**src/sv/bc7m6_pkg.sv**
```systemverilog
`default_nettype none

package bc7m6_pkg;

    localparam int unsigned TEXELS     = 16;
    localparam int unsigned TEXEL_W    = $clog2(TEXELS);
    localparam int unsigned CHANNELS   = 4;
    localparam int unsigned QUEUE_DEPTH = 2;
    localparam int unsigned QPTR_W     = $clog2(QUEUE_DEPTH);
    localparam int unsigned QCNT_W     = $clog2(QUEUE_DEPTH + 1);

    localparam logic [6:0] MODE6_TAG   = 7'h40;
    localparam logic [6:0] WEIGHT_ONE  = 7'd64;
    localparam logic [14:0] ROUND_HALF = 15'd32;

    localparam logic [6:0] WEIGHTS [TEXELS] = '{
        7'd0,  7'd4,  7'd9,  7'd13, 7'd17, 7'd21, 7'd26, 7'd30,
        7'd34, 7'd38, 7'd43, 7'd47, 7'd51, 7'd55, 7'd60, 7'd64
    };

    // One decoded block, as it waits between the front and the back.
    typedef struct packed {
        logic                        ok;
        logic [CHANNELS-1:0][7:0]    end0;
        logic [CHANNELS-1:0][7:0]    end1;
        logic [TEXELS-1:0][3:0]      idx;
    } t_decoded;

    typedef struct packed {
        logic empty;
        logic full;
    } t_q_status;

endpackage

`default_nettype wire

```
**src/sv/bc7_mode6_block_decoder.sv**
```systemverilog
// A taken request is written into the block queue; its texels reach the ports through
// the output registers. Throughput: sixteen texels per block, one per cycle while a block
// is queued, set by the single blend unit that walks the texels of the queued block.
// A two-entry block queue lets requests be taken while a block is still emitting;
// busy is high while that queue is full and throughout reset.
// Reset is synchronous and active low; it empties the queue and clears the strobe.
`default_nettype none

module bc7_mode6_block_decoder
    import bc7m6_pkg::*;
(
    input  wire logic                i_clk,
    input  wire logic                i_rst_n,
    input  wire logic                start,
    output logic                     busy,
    input  wire logic [63:0]         i_block_bits_lo,
    input  wire logic [63:0]         i_block_bits_hi,
    output logic                     o_valid,
    output logic [TEXEL_W-1:0]       o_texel_index,
    output logic [7:0]               o_red,
    output logic [7:0]               o_green,
    output logic [7:0]               o_blue,
    output logic [7:0]               o_alpha,
    output logic                     o_mode_unsupported,
    output logic                     o_last
);

    t_decoded   front_dec;
    t_decoded   head_dec;
    t_q_status  q_status;
    logic       push;
    logic       pop;

    assign busy = q_status.full || !i_rst_n;

    bc7m6_front u_front (
        .i_block_bits_lo (i_block_bits_lo),
        .i_block_bits_hi (i_block_bits_hi),
        .i_take          (start && !busy),
        .o_decoded       (front_dec),
        .o_push          (push)
    );

    bc7m6_queue u_queue (
        .i_clk     (i_clk),
        .i_rst_n   (i_rst_n),
        .i_push    (push),
        .i_wr_data (front_dec),
        .i_pop     (pop),
        .o_rd_data (head_dec),
        .o_status  (q_status)
    );

    bc7m6_back u_back (
        .i_clk              (i_clk),
        .i_rst_n            (i_rst_n),
        .i_decoded          (head_dec),
        .i_status           (q_status),
        .o_pop              (pop),
        .o_valid            (o_valid),
        .o_texel_index      (o_texel_index),
        .o_red              (o_red),
        .o_green            (o_green),
        .o_blue             (o_blue),
        .o_alpha            (o_alpha),
        .o_mode_unsupported (o_mode_unsupported),
        .o_last             (o_last)
    );

endmodule

`default_nettype wire

```
**src/sv/bc7m6_front.sv**
```systemverilog
`default_nettype none

module bc7m6_front
    import bc7m6_pkg::*;
(
    input  wire logic [63:0] i_block_bits_lo,
    input  wire logic [63:0] i_block_bits_hi,
    input  wire logic        i_take,
    output t_decoded         o_decoded,
    output logic             o_push
);

    always_comb begin
        o_decoded.ok = (i_block_bits_lo[6:0] == MODE6_TAG);
        // Endpoints follow the mode field, pairs per channel; the shared
        // parity bits sit either side of the half boundary.
        for (int ch = 0; ch < CHANNELS; ch++) begin
            o_decoded.end0[ch] = {i_block_bits_lo[7 + 14*ch +: 7], i_block_bits_lo[63]};
            o_decoded.end1[ch] = {i_block_bits_lo[14 + 14*ch +: 7], i_block_bits_hi[0]};
        end
        // The first index loses its top bit, which is implied zero.
        o_decoded.idx[0] = {1'b0, i_block_bits_hi[3:1]};
        for (int i = 1; i < TEXELS; i++) begin
            o_decoded.idx[i] = i_block_bits_hi[4*i +: 4];
        end
    end

    assign o_push = i_take;

endmodule

`default_nettype wire

```
**src/sv/bc7m6_queue.sv**
```systemverilog
`default_nettype none

module bc7m6_queue
    import bc7m6_pkg::*;
(
    input  wire logic      i_clk,
    input  wire logic      i_rst_n,
    input  wire logic      i_push,
    input  wire t_decoded  i_wr_data,
    input  wire logic      i_pop,
    output t_decoded       o_rd_data,
    output t_q_status      o_status
);

    t_decoded            r_mem [QUEUE_DEPTH];
    logic [QPTR_W-1:0]   r_wr_ptr, n_wr_ptr;
    logic [QPTR_W-1:0]   r_rd_ptr, n_rd_ptr;
    logic [QCNT_W-1:0]   r_count, n_count;

    always_comb begin
        n_wr_ptr = r_wr_ptr;
        n_rd_ptr = r_rd_ptr;
        n_count  = r_count;
        if (i_push) begin
            n_wr_ptr = (r_wr_ptr == QPTR_W'(QUEUE_DEPTH - 1)) ? '0 : r_wr_ptr + 1'b1;
        end
        if (i_pop) begin
            n_rd_ptr = (r_rd_ptr == QPTR_W'(QUEUE_DEPTH - 1)) ? '0 : r_rd_ptr + 1'b1;
        end
        if (i_push && !i_pop) begin
            n_count = r_count + 1'b1;
        end else if (!i_push && i_pop) begin
            n_count = r_count - 1'b1;
        end
    end

    always_ff @(posedge i_clk) begin
        if (!i_rst_n) begin
            r_wr_ptr <= '0;
            r_rd_ptr <= '0;
            r_count  <= '0;
        end else begin
            r_wr_ptr <= n_wr_ptr;
            r_rd_ptr <= n_rd_ptr;
            r_count  <= n_count;
        end
    end

    always_ff @(posedge i_clk) begin
        if (i_push) begin
            r_mem[r_wr_ptr] <= i_wr_data;
        end
    end

    assign o_rd_data      = r_mem[r_rd_ptr];
    assign o_status.empty = (r_count == '0);
    assign o_status.full  = (r_count == QCNT_W'(QUEUE_DEPTH));

endmodule

`default_nettype wire

```
**src/sv/bc7m6_back.sv**
```systemverilog
`default_nettype none

module bc7m6_back
    import bc7m6_pkg::*;
(
    input  wire logic               i_clk,
    input  wire logic               i_rst_n,
    input  wire t_decoded           i_decoded,
    input  wire t_q_status          i_status,
    output logic                    o_pop,
    output logic                    o_valid,
    output logic [TEXEL_W-1:0]      o_texel_index,
    output logic [7:0]              o_red,
    output logic [7:0]              o_green,
    output logic [7:0]              o_blue,
    output logic [7:0]              o_alpha,
    output logic                    o_mode_unsupported,
    output logic                    o_last
);

    logic [TEXEL_W-1:0]          r_cnt;
    logic                        r_valid;
    logic [TEXEL_W-1:0]          r_texel;
    logic [CHANNELS-1:0][7:0]    r_chan;
    logic                        r_unsup;
    logic                        r_last;

    logic                        work;
    logic                        at_end;
    logic [6:0]                  weight;
    logic [CHANNELS-1:0][7:0]    n_chan;
    logic [14:0]                 prod0, prod1, total;

    assign work   = !i_status.empty;
    assign at_end = (r_cnt == TEXEL_W'(TEXELS - 1));
    assign o_pop  = work && at_end;
    assign weight = WEIGHTS[i_decoded.idx[r_cnt]];

    always_comb begin
        prod0 = '0;
        prod1 = '0;
        total = '0;
        for (int ch = 0; ch < CHANNELS; ch++) begin
            prod0 = 15'(i_decoded.end0[ch]) * 15'(WEIGHT_ONE - weight);
            prod1 = 15'(i_decoded.end1[ch]) * 15'(weight);
            total = prod0 + prod1 + ROUND_HALF;
            n_chan[ch] = i_decoded.ok ? total[13:6] : 8'd0;
        end
    end

    always_ff @(posedge i_clk) begin
        if (!i_rst_n) begin
            r_cnt   <= '0;
            r_valid <= 1'b0;
        end else begin
            r_valid <= work;
            if (work) begin
                r_cnt <= r_cnt + 1'b1;
            end
        end
    end

    always_ff @(posedge i_clk) begin
        if (work) begin
            r_texel <= r_cnt;
            r_chan  <= n_chan;
            r_unsup <= !i_decoded.ok;
            r_last  <= at_end;
        end
    end

    assign o_valid            = r_valid;
    assign o_texel_index      = r_texel;
    assign o_red              = r_chan[0];
    assign o_green            = r_chan[1];
    assign o_blue             = r_chan[2];
    assign o_alpha            = r_chan[3];
    assign o_mode_unsupported = r_unsup;
    assign o_last             = r_last;

endmodule

`default_nettype wire

```
**config.mk**
```make
export PLATFORM = sky130hd
export DESIGN_NAME = bc7_mode6_block_decoder
export DESIGN_NICKNAME = d
export VERILOG_FILES = /design/src/sv/bc7m6_pkg.sv /design/src/sv/bc7_mode6_block_decoder.sv /design/src/sv/bc7m6_front.sv /design/src/sv/bc7m6_queue.sv /design/src/sv/bc7m6_back.sv
export SDC_FILE = /design/constraint.sdc
export NUM_CORES = 1
export LEC_CHECK = 0
export ABC_CLOCK_PERIOD_IN_PS = 20800
export BUFFER_PORTS_ARGS = -buffer_cell sky130_fd_sc_hd__buf_2
export CORE_MARGIN = 2
export CORE_UTILIZATION = 38
export DETAILED_ROUTE_END_ITERATION = 10
export PLACE_DENSITY_LB_ADDON = 0.08
export SLEW_MARGIN = 20
export SYNTH_ARGS = -nofsm -noshare
export SYNTH_HDL_FRONTEND = slang
export SYNTH_SLANG_ARGS = --single-unit
```
**constraint.sdc**
```tcl
create_clock -name i_clk -period 20.8 [get_ports i_clk]
set_input_delay 1.04 -clock i_clk [delete_from_list [all_inputs] [get_ports i_clk]]
set_output_delay 1.04 -clock i_clk [all_outputs]
set_load 0.01 [all_outputs]
```
# After elaboration in Yosys (flattened, before gate mapping)
# Memory sizes are Yosys's and may differ from the RTL's. A register that Yosys moved wholly into a read port is not among the register bits.
# Index checks and enable logic that the tools add are counted.
[totals] output_inout_bits=40 n_memories=2 in_bits=131 regBits=47 ram_bits=256 wordCells=67 mem_bits_ro=112
[mem_list] memory="u_queue.r_mem" depth=2 width=128 rd=1 rd_ports_with_merged_regs=1 wr=1 line_no="bc7m6_queue.sv:15" text="t_decoded r_mem [QUEUE_DEPTH];"
[mem_list] memory="(name not given)" depth=16 width=7 rd=1 rd_ports_with_merged_regs=0 wr=0 line_no="bc7m6_back.sv:37" text="assign weight = WEIGHTS[i_decoded.idx[r_cnt]];"
[op_classes] n_mux=12 n_bitwise=1 add_sub_neg=14 n_reduce_logical=13 n_mul=8 n_eq_ne=3 order_cmp=2
[op_table] op="$mul A8 B15 Y14" n=4
[op_table] op="$add A14 B14 Y14" n=4
[op_table] op="$add A14 B6 Y14 const B" n=4
[op_table] op="$mul A8 B7 Y14" n=4
[op_table] op="$bmux W4 S4" n=1
[op_table] op="$mux W7" n=2
[op_table] op="$sub A7 B7 Y8 const A" n=1
[op_table] op="$eq A7 B7 Y1 const B" n=1
[op_table] op="$logic_not A1 Y1" n=6
[op_table] op="$mux W1" n=6
[op_table] op="$ge A5 B5 Y1 const B" n=1
[op_table] op="$lt A4 B5 Y1 const B" n=1
[op_table] op="$not A4 Y5" n=1
[op_table] op="$add A4 B1 Y4 const B" n=1
[op_table] op="$eq A4 B4 Y1 const B" n=1
[op_table] op="$logic_and A1 B1 Y1" n=4
[op_table] op="$mux W2" n=2
[op_table] op="$mux W4" n=1
[op_table] op="$add A1 B1 Y1 const B" n=2
[op_table] op="$add A2 B1 Y2 const B" n=1
[op_table] op="$eq A2 B2 Y1 const B" n=1
[op_table] op="$logic_not A2 Y1" n=1
[op_table] op="$reduce_bool A2 Y1" n=1
[op_table] op="$sub A2 B1 Y2 const B" n=1
[op_table] op="$logic_or A1 B1 Y1" n=1

# Longest topological paths before layout
# Gate-level depths: netlist of the first run.
[logic_depth] ltp_word=10 mapped_depth=41 depth_no_buf=35

# Cells and area by module
# A second synthesis of the first run with hierarchy kept.
[unflattened] hier_cells=2469 hier_area_um2=28393.5
[modules_own_cells] mod="bc7m6_back" seq_area_each_um2=1241.2 cells_each=1912 area_each_um2=17813.3 instances=1
[modules_own_cells] mod="bc7m6_queue" seq_area_each_um2=7847.5 cells_each=423 area_each_um2=9570.4 instances=1
[modules_own_cells] mod="bc7m6_front" seq_area_each_um2=0.0 cells_each=132 area_each_um2=994.7 instances=1
[modules_own_cells] mod="bc7_mode6_block_decoder" seq_area_each_um2=0.0 cells_each=2 area_each_um2=15.0 instances=1

# Worst setup path after synthesis of the first run
# No wires, ideal clock.
[synth_path] path_kind="register to register" startpoint="register with a tool-made name" endpoint="register u_back.r_chan, in the netlist u_back.o_green[7], data pin" stages_incl_launch_ff=37 setup_time_ps=266 required_ps=20534 n_path_buf=5 slack_ps=11194 t_arrival_ps=9340 synth_period_minus_slack_ps=9606 cell_sequence="dfxtp_1 > buf_6 > mux4_1 > a22o_1 > a31o_2 > or2_2 > clkbuf_1 > ha_1 > clkbuf_1 > inv_1 > clkbuf_1 > clkbuf_1 > ha_1 > inv_1 > a21oi_2 > mux2_2 > nor2_1 > inv_1 > fa_1 > inv_1 > fa_1 > inv_1 > fa_1 > fa_1 > fa_1 > fa_1 > inv_1 > ha_1 > or3_1 > o21ai_0 > a21oi_1 > and4_1 > a2111oi_0 > nor2b_1 > nor2_1 > xnor3_1 > nor2_1"
[synth_rtl] item="end signal: assignment" line_no="bc7m6_back.sv:66" text="r_chan <= n_chan;"
[synth_rtl] item="end: declaration" line_no="bc7m6_back.sv:24" text="logic [CHANNELS-1:0][7:0] r_chan;"

==> results.tsv, run 1 <==
metric	value	unit
status	completed	
top cells by area, synth	edfxtp_1 32%, fa_1 27%, ha_1 9.5%	
CTS Hold Bufs	0	
Remaining DRCs	0	
CP endpoint kind	register	
FMAX	0.0902	GHz
Antenna Nets Post-Route	0	
Slowest-stage cell, CP	dfxtp_4	
Syn Nets	3079	
RSZ-0062 raised after global routing	false	
Clock Root Buffer	clkbuf_16	
drt wl/cell	20.6	um
total track usage	0.204	
top cells by count, synth	512 x inv_1, 367 x fa_1, 304 x nor2_1	
top-count cell post-synth	inv_1	
share of flip-flops with an asynchronous set or reset	0	
vias in the first global route	18500	
worst-skew pair later-pin latency	0.58	ns
Hold Vio Cnt, Final	0	
CTS tree	yes	
Setup CP Type	register to register	
P&R area growth vs syn	12.4	%
Initial Util	0.383	
fraction of layout cells with a size suffix above 1	0.134	
max cap viols	0	
EDFF count, synth	282	
fill count	6755	
routability cong.	0.861	
number of gates resized after cts	0	
CP Max Fanout	37	
drt initial violations	916	
final setup violation count	0	
drt total wl	72800	um
pin count of the biggest net entering global routing	69	
cell area after synthesis	26800	sq um
clock buffer depth	3	
most frequent CP cell	fa_1	
TritonCTS Sinks	292	
Die H	270	um
Syn Area/Cell	11.3	sq um
Post-Syn Instances	2377	
final period utilization	0.533	
Worst-path clk slew	0.06	ns
clk_skew	0.0452	ns
routing usage on met2	0.328	
PortBufs	170	
Die X-Extent	270	um
class of the worst hold path	register to register	
Setup Buffers After CTS	0	
total CTS buffers	36	
Post-layout nets	3268	
CP Launch Type	register	
total gr overflow	0	
vias	17100	
GRT met3 Usage	0.0361	
max_slew headroom	0.270	
Top Usage Layer GRT	met2	
crit path DAT	11.41	ns
initial antenna violation count	5	
Seq/Total Area, Yosys	0.323	
Global Route met1 Usage	0.283	
Rows	97	
Slew Viols, Final	0	
clock period minus worst slack	11.09	ns
Worst Max-Slew Pin Slew	1.06	ns
die outline area	72800	sq um
H-tree Lvls	2	
post-DP HPWL	56200	um
Seq cells post-synth	292	
core area	70000	sq um
cell taking the most area after synthesis	edfxtp_1	
routed vias/inst	4.85	
Fin Setup TNS	0	ns
Distinct cells, synth	64	
synth warn	0	
first-pass GRT wire length	112000	um
Detailed Routing Iterations Pass 1	5	
Critical Path RT	21.12	ns
Top Ports	171	
prevailing post-synth register cell	edfxtp_1	
max incr delay on CP	0.68	ns
Yosys top cell area share	0.316	
[final cells by class]
cell class	count	area (sq um)	area share
clock buffer	42	923	0.0306
clock inverter	21	256	0.00850
antenna	1	2.50	0.0000829
timing repair buffer	217	1220	0.0406
multi-input combinational	1506	16000	0.530
sequential	292	8670	0.287
tap	940	1180	0.0390
inverter	513	1930	0.0638
[stage by stage]
stage	util	setup slack [ns]	instance area [sq um]	hold WS (ns)	cells
finish	0.431	9.71	30200	0.516	3532
global route	0.431	8.99	30200	0.557	3531
CTS	0.430	9.58	30100	0.511	3530
detailed placement	0.414	9.58	29000	0.502	3467
global placement	0.413	9.81	29000	0.494	3467
floorplan	-	11.19	26800	0.444	2377
[cell usage in the layout, fill, tap and decap left out, drive strengths merged, types with 4 or more instances in the layout]
master and instances:
edfxtp 282, nand4 4, o21a 8, or2 15, xor2 15, a211oi 7, or3 7, mux2i 96
ha 204, and2 25, a21o 6, buf 217, a21oi 18, xnor3 4, xnor2 80, and3b 6
nor2b 17, clkinv 15, inv 513, nand3 14, o21bai 4, nor2 304, fa 367, o21ai 13
and3 8, nor3 11, dfxtp 10, mux2 42, a22o 5, a22oi 12, mux4 15, nand2b 32
nand2 127, clkbuf 42
[registers in the layout, indices dropped and copies added, names as in the netlist, 2 cells and up, named ones only]
register / cells
u_queue.r_mem: 244
u_back.o_red: 8
u_back.o_blue: 8
u_back.o_alpha: 8
u_queue.r_count: 2
u_back.o_green: 8
u_back.o_texel_index: 4
u_back.r_cnt: 4
[kinds of logic (layout without fill, tap and decap cells)]
| kind of cell | count (synthesis) | count (layout) | share of synthesized area |
|---|---|---|---|
| fa+ha+maj | 571 | 571 | 0.369 |
| other cells | 0 | 1 | 0 |
| xor+xnor | 99 | 99 | 0.0344 |
| buf+inv | 579 | 793 | 0.0833 |
| flops | 292 | 292 | 0.323 |
| mux | 153 | 153 | 0.0673 |
| simple gates | 586 | 586 | 0.0976 |
| compound gates | 97 | 97 | 0.0254 |
[metal layers]
| metal | vias up | part of all wire |
|---|---|---|
| li1 | 7911 | - |
| met1 | 8674 | 0.45 |
| met2 | 428 | 0.47 |
| met3 | 101 | 0.052 |
| met4 | 6 | 0.029 |
| met5 | - | 0.00047 |
[critical path: cells and delay by family (launching register included)]
kind | cells | cell delay (ns)
flip-flops | 1 | 0.68
multiplexers | 5 | 2.29
XOR/XNOR | 1 | 0.14
adder cells (fa/ha/maj) | 8 | 3.47
buffers and inverters | 8 | 1.33
AO/OA/AOI/OAI | 5 | 1.43
AND/OR/NAND/NOR | 6 | 1.45
[path summary, 6_finish.rpt]
path / cells after the start / start / slack (ns) / to
worst max-delay path: 33 / register / 9.71 / u_back.o_green[7]
worst min-delay path: 2 / u_queue.r_count[1] / 0.52 / u_queue.r_count[1]
worst min register to register: 2 / u_queue.r_count[1] / 0.52 / u_queue.r_count[1]
worst max register to register: 33 / register / 9.71 / u_back.o_green[7]
Power of run 1 is left out: the tool's default activity adds up to more than one toggle a clock period on the data nets, which glitch-free logic cannot reach.
==> inputs of run 2 (changes only) <==
--- a/config.mk
+++ b/config.mk
@@ -5,7 +5,7 @@
 export SDC_FILE = /design/constraint.sdc
 export NUM_CORES = 1
 export LEC_CHECK = 0
-export ABC_CLOCK_PERIOD_IN_PS = 20800
+export ABC_CLOCK_PERIOD_IN_PS = 9500
 export BUFFER_PORTS_ARGS = -buffer_cell sky130_fd_sc_hd__buf_2
 export CORE_MARGIN = 2
 export CORE_UTILIZATION = 38
==> constraint.sdc (replaced) <==
create_clock -name i_clk -period 9.5 [get_ports i_clk]
set_input_delay 0.475 -clock i_clk [delete_from_list [all_inputs] [get_ports i_clk]]
set_output_delay 0.475 -clock i_clk [all_outputs]
set_load 0.01 [all_outputs]
==> results.tsv, run 2 (synthesis results as in run 1) <==
metric	value	unit	change
Die H	270	um	unchanged
Biggest register	u_queue.r_mem		
Worst R2R End	u_back.o_red[7]		
final hold slack	0.0863	ns	-0.430 ns
TritonCTS Sinks	292		unchanged
routability cong.	0.827		-4.0%
worst-skew pair later-pin latency	0.58	ns	about the same
Rows	97		unchanged
total gr overflow	0		unchanged
hold path cells	1		-1
Worst-path clk slew	0.06	ns	about the same
fraction of layout cells with a size suffix above 1	0.152		+0.0178
first-pass GRT wire length	114000	um	+1.4%
Antenna Nets Post-Route	0		unchanged
clk_skew	0.0189	ns	-0.0263 ns
most frequent CP cell	fa_1		
Hold EP	u_queue.r_mem[1][0]		
max incr delay on CP	0.57	ns	-0.11 ns
Slowest-stage cell, CP	fa_1		
critical hold path startpoint	i_block_bits_hi[1]		
Post-layout nets	3306		+1.2%
Setup CP Type	register to register		
final period utilization	0.964		+0.431
core area	70000	sq um	unchanged
Worst Max-Slew Pin Slew	1.07	ns	+0.00336 ns
Remaining DRCs	0		unchanged
status	completed		
final setup violation count	0		unchanged
P&R area growth vs syn	13.9	%	
routed vias/inst	4.81		-0.73%
CP endpoint kind	register		
initial antenna violation count	2		-3
drt wl/cell	21.0	um	+1.9%
CTS tree	yes		
most common cell after layout, fill and taps aside	inv_1		
FMAX	0.109	GHz	+21%
max_slew headroom	0.268		-0.00230
Critical Path RT	9.81	ns	-11.31 ns
crit path DAT	9.46	ns	-1.95 ns
vias in the first global route	18500		+0.17%
Detailed Routing Iterations Pass 1	5		unchanged
Initial Util	0.383		unchanged
register area	8670	sq um	about the same
clock buffer depth	3		unchanged
total CTS buffers	36		unchanged
drt total wl	75000	um	+3.0%
reg2reg path depth	31		-6.1%
CP Launch Type	register		
die outline area	72800	sq um	unchanged
max cap viols	0		unchanged
drt initial violations	922		+0.66%
pin count of the biggest net entering global routing	61		-12%
post-DP HPWL	57900	um	+3.0%
PortBufs	170		unchanged
commonest cells after routing, fill and taps aside	511 x inv_1, 367 x fa_1, 299 x nor2_1		
CP Max Fanout	10		-73%
clock period minus worst slack	9.16	ns	-1.93 ns
slack of the worst reg-to-reg path	0.34	ns	-9.37 ns
class of the worst hold path	primary input to register		
Slew Viols, Final	0		unchanged
fill count	6743		-0.18%
Hold Vio Cnt, Final	0		unchanged
Largest register FFs	244		unchanged
Top Ports	171		unchanged
Die X-Extent	270	um	unchanged
Clock Root Buffer	clkbuf_16		
H-tree Lvls	2		unchanged
total track usage	0.209		+0.00540
Multi-input gate area	16000	sq um	+0.31%
vias	17200		+0.36%
-- run 2: worst max-delay path by stage --
stage | start | to | slack [ns] | cells past startpoint
CTS | register | u_back.o_alpha[7] | 0.004 | 33
global route | register | u_back.o_alpha[7] | -0.02 | 33
global placement | register | u_back.o_red[7] | 0.16 | 36
floorplan | register | u_back.o_green[7] | 0.06 | 36
detailed placement | register | u_back.o_red[7] | -0.0005 | 36
finish | register | u_back.o_red[7] | 0.34 | 31
-- run 2: through the flow --
| stage | setup WS [ns] | instances | utilization | area, sq um | setup TNS (ns) |
|---|---|---|---|---|---|
| after global placement | 0.157 | 3500 | 0.417 | 29200 | 0 |
| after CTS | 0.00422 | 3566 | 0.435 | 30500 | 0 |
| final | 0.341 | 3571 | 0.437 | 30600 | 0 |
| after global routing | -0.0180 | 3570 | 0.437 | 30600 | -0.0264 |
| after detailed placement | -0.000503 | 3502 | 0.418 | 29300 | -0.000503 |
| after floorplan | 0.0623 | 2377 | - | 26800 | 0 |
-- run 2: repair_timing --
item / 4_1_cts / 5_1_grt
hold buffers: 0 / 0
endpoints found under the hold margin: 0 / 0
setup buffers: 0 / 4
endpoints found under the setup margin: 1 / 9
gates resized for setup: 2 / 19
pin swaps: 0 / 1
-- run 2: per-layer routing --
| layer | GRT usage | vias up | part of all wire |
|---|---|---|---|
| li1 | - | 7976 | - |
| met1 | 0.288 | 8741 | 0.45 |
| met2 | 0.347 | 372 | 0.48 |
| met3 | 0.0327 | 89 | 0.048 |
| met4 | 0.0526 | 4 | 0.023 |
| met5 | 0 | - | 0.00025 |
-- run 2: layout make-up --
| type | count | share of cell area |
|---|---|---|
| Inverter | 513 | 0.0630 |
| Tap cell | 940 | 0.0385 |
| Multi-Input combinational cell | 1506 | 0.525 |
| Clock inverter | 16 | 0.00757 |
| Timing Repair Buffer | 255 | 0.0508 |
| Antenna cell | 1 | 0.0000818 |
| Clock buffer | 48 | 0.0316 |
| Sequential cell | 292 | 0.284 |
-- run 2: critical path: cells and delay by family (launching register included) --
kind | cells | cell delay, ns
simple gates | 4 | 0.78
mux | 3 | 1.15
xor+xnor | 1 | 0.15
fa+ha+maj | 9 | 3.76
flops | 1 | 0.42
compound gates | 6 | 1.83
buf+inv | 8 | 0.78
Power of run 2 is left out for the same reason.
